--- src/rtl/core/rwct_pkg.sv ---
`default_nettype none

package rwct_pkg;

  localparam int unsigned ANGLE_BITS  = 12;
  localparam int unsigned TURN_SHIFT  = 16 - ANGLE_BITS;
  localparam int unsigned TEX_BITS    = 6;
  localparam int unsigned CELL_BITS   = 4;
  localparam int unsigned Q14_BITS    = 14;
  localparam int unsigned FRAC_W      = CELL_BITS + Q14_BITS;
  localparam int unsigned ACC_BITS    = 22;
  localparam int unsigned ACC_SHIFT   = 9;
  localparam int unsigned MAX_HEIGHT  = 2048;
  localparam int unsigned H_RESET     = 720;
  localparam int unsigned Q14_ONE     = 1 << Q14_BITS;
  localparam int unsigned CORDIC_N    = 14;
  localparam int unsigned CORDIC_SEED = 9949;
  localparam int unsigned DIV_BITS    = 38;
  localparam int unsigned NUM_SHIFT   = CELL_BITS + 22;
  localparam int unsigned STP_SHIFT   = TEX_BITS + 24;

  localparam int unsigned QUARTER_TURN = 1 << (ANGLE_BITS - 2);
  localparam int unsigned HALF_TURN    = 1 << (ANGLE_BITS - 1);
  localparam int unsigned THREE_QUARTER_TURN = 3 * QUARTER_TURN;

  localparam logic FUNC_LOAD = 1'b0;
  localparam logic FUNC_TICK = 1'b1;

  localparam logic [1:0] TID_V_FRONT = 2'd0;
  localparam logic [1:0] TID_H_LOW   = 2'd1;
  localparam logic [1:0] TID_H_HIGH  = 2'd2;
  localparam logic [1:0] TID_V_BACK  = 2'd3;

  typedef enum logic [3:0] {
    S_IDLE,
    S_CORD1,
    S_MCORR,
    S_DLD1,
    S_DIV1,
    S_DLD2,
    S_DIV2,
    S_CLIP,
    S_MOFF,
    S_SPAN,
    S_CORD2,
    S_MPOS,
    S_TEXC
  } st_e;

  typedef struct packed {
    logic [10:0] column;
    logic [10:0] row;
    logic [1:0]  tex_id;
    logic [5:0]  tex_x;
    logic [5:0]  tex_y;
    logic        last;
  } pix_t;

  // arctangent of 2^-i in 1/65536 turn
  function automatic logic signed [17:0] atan_f(input logic [3:0] i);
    logic signed [17:0] r;
    case (i)
      4'd0:    r = 18'sd8192;
      4'd1:    r = 18'sd4836;
      4'd2:    r = 18'sd2555;
      4'd3:    r = 18'sd1297;
      4'd4:    r = 18'sd651;
      4'd5:    r = 18'sd326;
      4'd6:    r = 18'sd163;
      4'd7:    r = 18'sd81;
      4'd8:    r = 18'sd41;
      4'd9:    r = 18'sd20;
      4'd10:   r = 18'sd10;
      4'd11:   r = 18'sd5;
      4'd12:   r = 18'sd3;
      4'd13:   r = 18'sd1;
      default: r = 18'sd0;
    endcase
    return r;
  endfunction

endpackage

`default_nettype wire

--- src/rtl/core/raycast_wall_column_texturer.sv ---
`default_nettype none
// Tick word: its pixel word is registered into the output queue and read from its head;
// one tick per cycle while no ray load runs and the two-entry output queue has room.
// Ray load word: input stalled during two 14-step CORDIC runs and two 38-step restoring
// divisions on the shared divider, plus multiply and setup steps.
// Reset (rst_ni low, asynchronous): sequencer idle, no span active, output queue
// empty, screen height 720.

module raycast_wall_column_texturer (
  input  logic        clk_i,
  input  logic        rst_ni,
  input  logic        in_valid_i,
  output logic        in_stall_o,
  input  logic        func_i,
  input  logic [10:0] column_i,
  input  logic [11:0] ray_angle_i,
  input  logic [11:0] player_angle_i,
  input  logic [15:0] player_x_i,
  input  logic [15:0] player_y_i,
  input  logic [15:0] hit_distance_i,
  input  logic        hit_side_i,
  output logic        out_valid_o,
  input  logic        out_stall_i,
  output logic [10:0] pixel_column_o,
  output logic [10:0] pixel_row_o,
  output logic [1:0]  texture_id_o,
  output logic [5:0]  tex_x_o,
  output logic [5:0]  tex_y_o,
  output logic        last_o,
  input  logic        cfg_valid_i,
  output logic        cfg_ready_o,
  input  logic [11:0] cfg_data_i
);
  import rwct_pkg::*;

  st_e state_q, state_d;

  logic [11:0] sh_q;
  logic [11:0] h_eff;

  logic [11:0] ra_q, h_q;
  logic [15:0] dist_q, pos_q;
  logic        side_q;

  logic signed [17:0] cx_q, cy_q, cz_q;
  logic signed [17:0] nx, ny, nz, dx, dy, at;
  logic [3:0]         it_q;
  logic               flip_q;
  logic [11:0]        rel, cord_ang;
  logic [15:0]        a16, az;
  logic               flip0;
  logic signed [17:0] z0;

  logic signed [24:0] mul_a;
  logic signed [22:0] mul_b;
  logic signed [47:0] mul_p, prod_q;

  logic [DIV_BITS-1:0] qn_q;
  logic [30:0]         rem_q, dvs_q, rem_n;
  logic [31:0]         dsh;
  logic [32:0]         trial;
  logic                qb;
  logic [5:0]          dcnt_q;

  logic [23:0] lh_q, off_q;
  logic [19:0] lhc_q, hs;
  logic [20:0] cnt_t;
  logic [11:0] cnt_n;
  logic [19:0] hh;
  logic signed [21:0] yoff;

  logic [FRAC_W-1:0] tsum;

  logic        span_active_q;
  logic [10:0] col_q, top_q;
  logic [1:0]  tex_q;
  logic [5:0]  texcol_q;
  logic [11:0] idx_q, cnt_q;
  logic [ACC_BITS-1:0] acc_q, stp_q;

  logic [1:0] fifo_cnt_q;
  pix_t       e0_q, e1_q, new_pix;
  logic       in_acc, load_acc, tick_acc, push, pop;
  logic       cord_last, div_last;

  assign cfg_ready_o = 1'b1;

  always_comb begin
    if (sh_q == 12'd0) begin
      h_eff = 12'd1;
    end else if (sh_q > 12'(MAX_HEIGHT)) begin
      h_eff = 12'(MAX_HEIGHT);
    end else begin
      h_eff = sh_q;
    end
  end

  assign in_acc   = in_valid_i & ~in_stall_o;
  assign load_acc = in_acc & (func_i == FUNC_LOAD);
  assign tick_acc = in_acc & (func_i == FUNC_TICK) & span_active_q;
  assign push     = tick_acc;
  assign pop      = (fifo_cnt_q != 2'd0) & ~out_stall_i;

  assign cord_last = (it_q == 4'(CORDIC_N - 1));
  assign div_last  = (dcnt_q == 6'(DIV_BITS - 1));

  // next state
  always_comb begin
    state_d = state_q;
    unique case (state_q)
      S_IDLE:  if (load_acc) state_d = S_CORD1;
      S_CORD1: if (cord_last) state_d = S_MCORR;
      S_MCORR: state_d = S_DLD1;
      S_DLD1:  state_d = S_DIV1;
      S_DIV1:  if (div_last) state_d = S_DLD2;
      S_DLD2:  state_d = S_DIV2;
      S_DIV2:  if (div_last) state_d = S_CLIP;
      S_CLIP:  state_d = S_MOFF;
      S_MOFF:  state_d = S_SPAN;
      S_SPAN:  state_d = S_CORD2;
      S_CORD2: if (cord_last) state_d = S_MPOS;
      S_MPOS:  state_d = S_TEXC;
      S_TEXC:  state_d = S_IDLE;
      default: state_d = S_IDLE;
    endcase
  end

  // sequencer outputs
  always_comb begin
    in_stall_o = (state_q != S_IDLE) | (fifo_cnt_q == 2'd2);
    cord_ang   = ra_q;
    mul_a      = $signed({9'd0, dist_q});
    mul_b      = $signed({{5{cx_q[17]}}, cx_q});
    unique case (state_q)
      S_IDLE: cord_ang = rel;
      S_MOFF: begin
        mul_a = $signed({1'b0, off_q});
        mul_b = $signed({1'b0, stp_q});
      end
      S_MPOS: begin
        if (side_q) begin
          mul_b = $signed({{5{cx_q[17]}}, cx_q});
        end else begin
          mul_b = $signed({{5{cy_q[17]}}, cy_q});
        end
      end
      default: ;
    endcase
  end

  assign rel   = ray_angle_i - player_angle_i;
  assign a16   = 16'(cord_ang) << TURN_SHIFT;
  assign flip0 = a16[15] ^ a16[14];
  assign az    = a16 ^ {flip0, 15'd0};
  assign z0    = $signed({{2{az[15]}}, az});

  // CORDIC rotation step
  always_comb begin
    dx = cy_q >>> it_q;
    dy = cx_q >>> it_q;
    at = atan_f(it_q);
    if (!cz_q[17]) begin
      nx = cx_q - dx;
      ny = cy_q + dy;
      nz = cz_q - at;
    end else begin
      nx = cx_q + dx;
      ny = cy_q - dy;
      nz = cz_q + at;
    end
    if (cord_last && flip_q) begin
      nx = -nx;
      ny = -ny;
    end
  end

  assign mul_p = mul_a * mul_b;

  // restoring divider step
  assign dsh   = {rem_q, qn_q[DIV_BITS-1]};
  assign trial = {1'b0, dsh} - {2'd0, dvs_q};
  assign qb    = ~trial[32];
  assign rem_n = qb ? trial[30:0] : dsh[30:0];

  assign hs    = {h_q, 8'd0};
  assign cnt_t = {1'b0, lhc_q} + 21'd255;
  assign cnt_n = (cnt_t[19:8] == 12'd0) ? 12'd1 : cnt_t[19:8];
  assign hh    = {h_q[11:1], 9'd0};
  assign yoff  = $signed({2'd0, hh}) - $signed({2'd0, lhc_q});
  assign tsum  = {pos_q[CELL_BITS-1:0], Q14_BITS'(0)} + prod_q[FRAC_W-1:0];

  always_comb begin
    new_pix.column = col_q;
    new_pix.row    = 11'({1'b0, top_q} + idx_q);
    new_pix.tex_id = tex_q;
    new_pix.tex_x  = texcol_q;
    new_pix.tex_y  = acc_q[ACC_BITS-1 -: TEX_BITS];
    new_pix.last   = (({1'b0, idx_q} + 13'd1) >= {1'b0, cnt_q});
  end

  always_ff @(posedge clk_i or negedge rst_ni) begin
    if (!rst_ni) begin
      state_q       <= S_IDLE;
      sh_q          <= 12'(H_RESET);
      span_active_q <= 1'b0;
      fifo_cnt_q    <= 2'd0;
    end else begin
      state_q <= state_d;
      if (cfg_valid_i) begin
        sh_q <= cfg_data_i;
      end
      if (state_q == S_TEXC) begin
        span_active_q <= 1'b1;
      end else if (push && new_pix.last) begin
        span_active_q <= 1'b0;
      end
      fifo_cnt_q <= fifo_cnt_q + {1'b0, push} - {1'b0, pop};
    end
  end

  // output queue
  always_ff @(posedge clk_i) begin
    if (push && ((fifo_cnt_q == 2'd0) || ((fifo_cnt_q == 2'd1) && pop))) begin
      e0_q <= new_pix;
    end else if (pop && (fifo_cnt_q == 2'd2)) begin
      e0_q <= e1_q;
    end
    if (push && (fifo_cnt_q == 2'd1) && !pop) begin
      e1_q <= new_pix;
    end
  end

  // datapath
  always_ff @(posedge clk_i) begin
    case (state_q)
      S_IDLE: begin
        if (load_acc) begin
          ra_q   <= ray_angle_i;
          dist_q <= hit_distance_i;
          pos_q  <= hit_side_i ? player_x_i : player_y_i;
          side_q <= hit_side_i;
          h_q    <= h_eff;
          col_q  <= column_i;
          if (!hit_side_i) begin
            tex_q <= ((ray_angle_i <= 12'(QUARTER_TURN)) ||
                      (ray_angle_i > 12'(THREE_QUARTER_TURN))) ? TID_V_FRONT : TID_V_BACK;
          end else begin
            tex_q <= ((ray_angle_i != 12'd0) && (ray_angle_i < 12'(HALF_TURN))) ?
                     TID_H_LOW : TID_H_HIGH;
          end
          cx_q   <= 18'(CORDIC_SEED);
          cy_q   <= 18'sd0;
          cz_q   <= z0;
          flip_q <= flip0;
          it_q   <= 4'd0;
        end
        if (tick_acc) begin
          acc_q <= acc_q + stp_q;
          idx_q <= idx_q + 12'd1;
        end
      end
      S_CORD1, S_CORD2: begin
        cx_q <= nx;
        cy_q <= ny;
        cz_q <= nz;
        it_q <= it_q + 4'd1;
      end
      S_MCORR, S_MOFF, S_MPOS: prod_q <= mul_p;
      S_DLD1: begin
        dvs_q  <= (prod_q < $signed(48'(Q14_ONE))) ? 31'(Q14_ONE) : prod_q[30:0];
        qn_q   <= DIV_BITS'(h_q) << NUM_SHIFT;
        rem_q  <= 31'd0;
        dcnt_q <= 6'd0;
      end
      S_DIV1, S_DIV2: begin
        qn_q   <= {qn_q[DIV_BITS-2:0], qb};
        rem_q  <= rem_n;
        dcnt_q <= dcnt_q + 6'd1;
      end
      S_DLD2: begin
        lh_q   <= qn_q[23:0];
        dvs_q  <= 31'(qn_q[23:0]);
        qn_q   <= DIV_BITS'(1) << STP_SHIFT;
        rem_q  <= 31'd0;
        dcnt_q <= 6'd0;
      end
      S_CLIP: begin
        // zero height divides to all ones and saturates like the others
        stp_q <= (|qn_q[DIV_BITS-1:ACC_BITS]) ? '1 : qn_q[ACC_BITS-1:0];
        if (lh_q > {4'd0, hs}) begin
          off_q <= lh_q - {4'd0, hs};
          lhc_q <= hs;
        end else begin
          off_q <= 24'd0;
          lhc_q <= lh_q[19:0];
        end
      end
      S_SPAN: begin
        acc_q  <= prod_q[ACC_SHIFT+ACC_BITS-1:ACC_SHIFT];
        cnt_q  <= cnt_n;
        idx_q  <= 12'd0;
        top_q  <= yoff[21] ? 11'd0 : yoff[19:9];
        cx_q   <= 18'(CORDIC_SEED);
        cy_q   <= 18'sd0;
        cz_q   <= z0;
        flip_q <= flip0;
        it_q   <= 4'd0;
      end
      S_TEXC: texcol_q <= tsum[FRAC_W-1 -: TEX_BITS];
      default: ;
    endcase
  end

  assign out_valid_o    = (fifo_cnt_q != 2'd0);
  assign pixel_column_o = e0_q.column;
  assign pixel_row_o    = e0_q.row;
  assign texture_id_o   = e0_q.tex_id;
  assign tex_x_o        = e0_q.tex_x;
  assign tex_y_o        = e0_q.tex_y;
  assign last_o         = e0_q.last;

`ifndef SYNTHESIS
  a_queue_room: assert property (@(posedge clk_i) disable iff (!rst_ni)
    push |-> (fifo_cnt_q != 2'd2) || pop)
    else $error("pixel word pushed into full queue");

  a_last_ends_span: assert property (@(posedge clk_i) disable iff (!rst_ni)
    (push && new_pix.last) |=> !span_active_q)
    else $error("span still active after last pixel");

  a_load_done: assert property (@(posedge clk_i) disable iff (!rst_ni)
    (state_q == S_TEXC) |=> (state_q == S_IDLE) && span_active_q)
    else $error("ray load did not open a span");

  a_div_count: assert property (@(posedge clk_i) disable iff (!rst_ni)
    ((state_q == S_DIV1) || (state_q == S_DIV2)) |-> (dcnt_q < 6'(DIV_BITS)))
    else $error("divider step count out of range");
`endif

endmodule

`default_nettype wire

--- config.mk ---
export PLATFORM = sky130hd
export DESIGN_NAME = raycast_wall_column_texturer
export DESIGN_NICKNAME = d
export VERILOG_FILES = /design/src/rtl/core/rwct_pkg.sv /design/src/rtl/core/raycast_wall_column_texturer.sv
export SDC_FILE = /design/constraint.sdc
export NUM_CORES = 2
export LEC_CHECK = 0
export BUFFER_PORTS_ARGS = -buffer_cell sky130_fd_sc_hd__buf_2
export CORE_ASPECT_RATIO = 1.25
export CORE_UTILIZATION = 50
export DETAILED_ROUTE_END_ITERATION = 8
export PLACE_DENSITY = 0.66
export SLEW_MARGIN = 20
export SYNTH_ARGS = -nofsm -noshare
export SYNTH_HDL_FRONTEND = slang
export SYNTH_SLANG_ARGS = --single-unit
--- constraint.sdc ---
create_clock -name clk_i -period 12.6 [get_ports clk_i]
set_clock_uncertainty 0.2 [all_clocks]
set_input_delay 3.15 -clock clk_i [delete_from_list [all_inputs] [get_ports clk_i]]
set_output_delay 3.15 -clock clk_i [all_outputs]
set_load 0.01 [all_outputs]
==> reports/qor.txt <==
Status -> finished clean
Power Density -> 66.6 mW/mm2
Cells after synthesis -> 5,070
Grt total ovfl -> 0
Hold Vio Cnt, Final -> 0
Chip height -> 354 um
Asr flop ratio synth -> 3.58%
Post-Syn Area per Cell -> 9.80 um2
Avg WL per Cell -> 21.0 um
Count leader, synth -> inv_1
VDD IR max -> 0.0000943 V
First-pass GRT wire length -> 210,000 um
Worst-Margin Slew -> 1.11 ns
Gpl congestion -> 0.988
Layout area overhead -> 7.74%
Layout net count -> 6,067
Max_slew headroom -> 25.4%
Final TNS setup -> 0 ns
Seq/Total Area, Yosys -> 31.6%
Final cycle utilization of the critical path -> 85.7%
CTS tree -> yes
Worst setup EP type -> flop
Synthesized Nets -> 6,021
Clock Path Buffers -> 3
Synth top area share -> 30.1%
Required time of the critical path -> 12.89 ns
First-pass detailed-route iteration total -> 6
Top FF cell, synth -> edfxtp_1
Slew Limit Fails -> 0
Layout cell share with drive strength beyond 1 -> 8.45%
Leak -> 23.9 nW
Max cap viols -> 0
H-tree depth -> 2
Clock latency on the worst-skew pair -> 0.65 ns
Vias in the first global route -> 37,204
Post-synth EDFFs -> 498
Postcts setup bufs -> 0
Clock sink total -> 531
Unrepaired setup endpoints after global routing -> no
Cell row count -> 128
Clk slew on worst S/H paths -> 0.07 ns
Starting Density -> 50.7%
CTS root buf -> clkbuf_16
Area of the core -> 0.0980 mm2
Die width -> 284 um
Antenna Nets Post-Route -> 0
Largest net degree at the start of global routing -> 76
Minimum clock period -> 10.80 ns
Worst path arrival time -> 11.09 ns
Initial drt markers -> 2,393
GRT Overall Usage -> 27.1%
Worst path slowest cell -> a22o_1
Post-synth top area cell -> edfxtp_1
Post-CTS Hold Buffers -> 0
Final Instance Count excl. Fillers -> 6,461
Die ar. -> 0.101 mm2
Vias per inst -> 5.66
Initial antenna violation count -> 4
Hold WC Path Type -> reg -> reg
Distinct cells, synth -> 95
DP Wirelength -> 104,000 um
Final core utilization -> 54.6%
Dpl cells -> 6,360
Detailed-route via count -> 36,570
Drt total wl -> 135,000 um
Total CTS buffers -> 53
FMAX -> 92.6 MHz
Crit Path Max Fanout -> 20
#FFs+latches synth -> 531
Port Buffers -> 116
Top cells by area, synth -> edfxtp_1, fa_1, ha_1
CP Launch Type -> flop
Synth Cell Area -> 0.0497 mm2
Top Ports -> 142
DRC violations left -> 0
Commonest cells in the netlist -> inv_1, nand2_1, nor2_1
Warnings, synthesis -> 0
Kind of critical path -> reg -> reg
Top cell by count, worst path -> fa_1
Max incr delay on CP -> 0.80 ns
CTS resizes -> 0
Final setup violation count -> 0
[layer usage]
metal / vias up / GRT usage (%) / routed length (um)
met4: 0 / 12.6 / 7030
met3: 329 / 3.37 / 8340
met5: - / 0 / 0
met1: 18073 / 33.4 / 53300
met2: 1206 / 47.3 / 66800
li1: 16962 / - / -
[report_power, final]
group          internal, mW  switching (mW)
Clock                 0.882           0.724
Sequential             1.91         0.00361
Combinational        0.0243          0.0258
[cells by family after synthesis]
logic type | synth area share (%)
compound gates | 9.47
xor+xnor | 4.38
fa+ha+maj | 28.5
buf+inv | 7.29
flops | 31.6
mux | 4.28
other cells | 0.00755
simple gates | 14.4
[registers in the layout (all words and copies together), names as in the netlist, 14 cells and up]
signal	cells
dist_q	16
acc_q	22
cy_q	18
stp_q	22
cz_q	18
qn_q	38
rem_q	31
e1_q	37
prod_q	48
dvs_q	31
at	14
lhc_q	20
cx_q	18
off_q	24
lh_q	24
[metrics by stage]
step / setup WS (ns) / instance area (um2) / power (mW) / hold slack [ns]
2_1_floorplan: 3.74 / 49700 / 1.97 / 0.226
3_3_place_gp: 1.97 / 51800 / 2.00 / 0.230
3_5_place_dp: 1.96 / 51800 / 2.00 / 0.234
4_1_cts: 1.88 / 53500 / 3.60 / 0.249
5_1_grt: 1.31 / 53500 / 3.66 / 0.255
6_report: 1.80 / 53500 / 3.57 / 0.248
[placed cells by master, fill, tap and decap left out, drive strengths merged, types with 12 or more instances in the layout]
cell,n
mux2,60
o211ai,12
xor2,99
dfxtp,14
nor4,32
and3,44
a31oi,27
ha,378
a21oi,184
nor2,529
mux4,28
nand2b,31
a21boi,19
a211oi,25
xnor2,147
a22o,38
mux2i,81
o31ai,28
nor3,60
a22oi,19
buf,189
a21o,62
clkinv,13
fa,471
o21ai,153
nor2b,45
nand4,16
nand3,65
dfrtp,15
or2,32
or4,12
nand2,611
o21a,37
and2,81
clkbuf,72
or3,24
inv,760
edfxtp,498
[critical path, delay by kind of cell, from the launching register on]
kind | cells | cell delay, ns
DFF | 1 | 0.54
and+or+nand+nor | 8 | 1.86
AOI/OAI and AO/OA | 8 | 3.21
adders and majority gates | 8 | 4.14
buffers and inverters | 4 | 0.69
[path summary, 6_finish.rpt]
path                            start            end  slack (ns)  cells past startpoint
max in group asynchronous      rst_ni  fifo_cnt_q[0]        9.53                      1
max reg2reg                state_q[2]     prod_q[46]        1.80                     28
min                          col_q[6]       e1_q[32]        0.25                      0
min in group asynchronous      rst_ni        sh_q[3]        2.29                      1
min reg2reg                  col_q[6]       e1_q[32]        0.25                      0
max                        state_q[2]     prod_q[46]        1.80                     28
[final cells by class]
type | instances | area [um2]
tap | 1300 | 1630
fill | 8766 | 44500
multi-input combinational | 3586 | 30500
clock buffer | 72 | 1450
antenna | 2 | 5.00
timing repair buffer | 189 | 1140
clock inverter | 26 | 299
inverter | 755 | 2830
sequential | 531 | 15700
No activity file was read; power rests on OpenSTA's default activity.
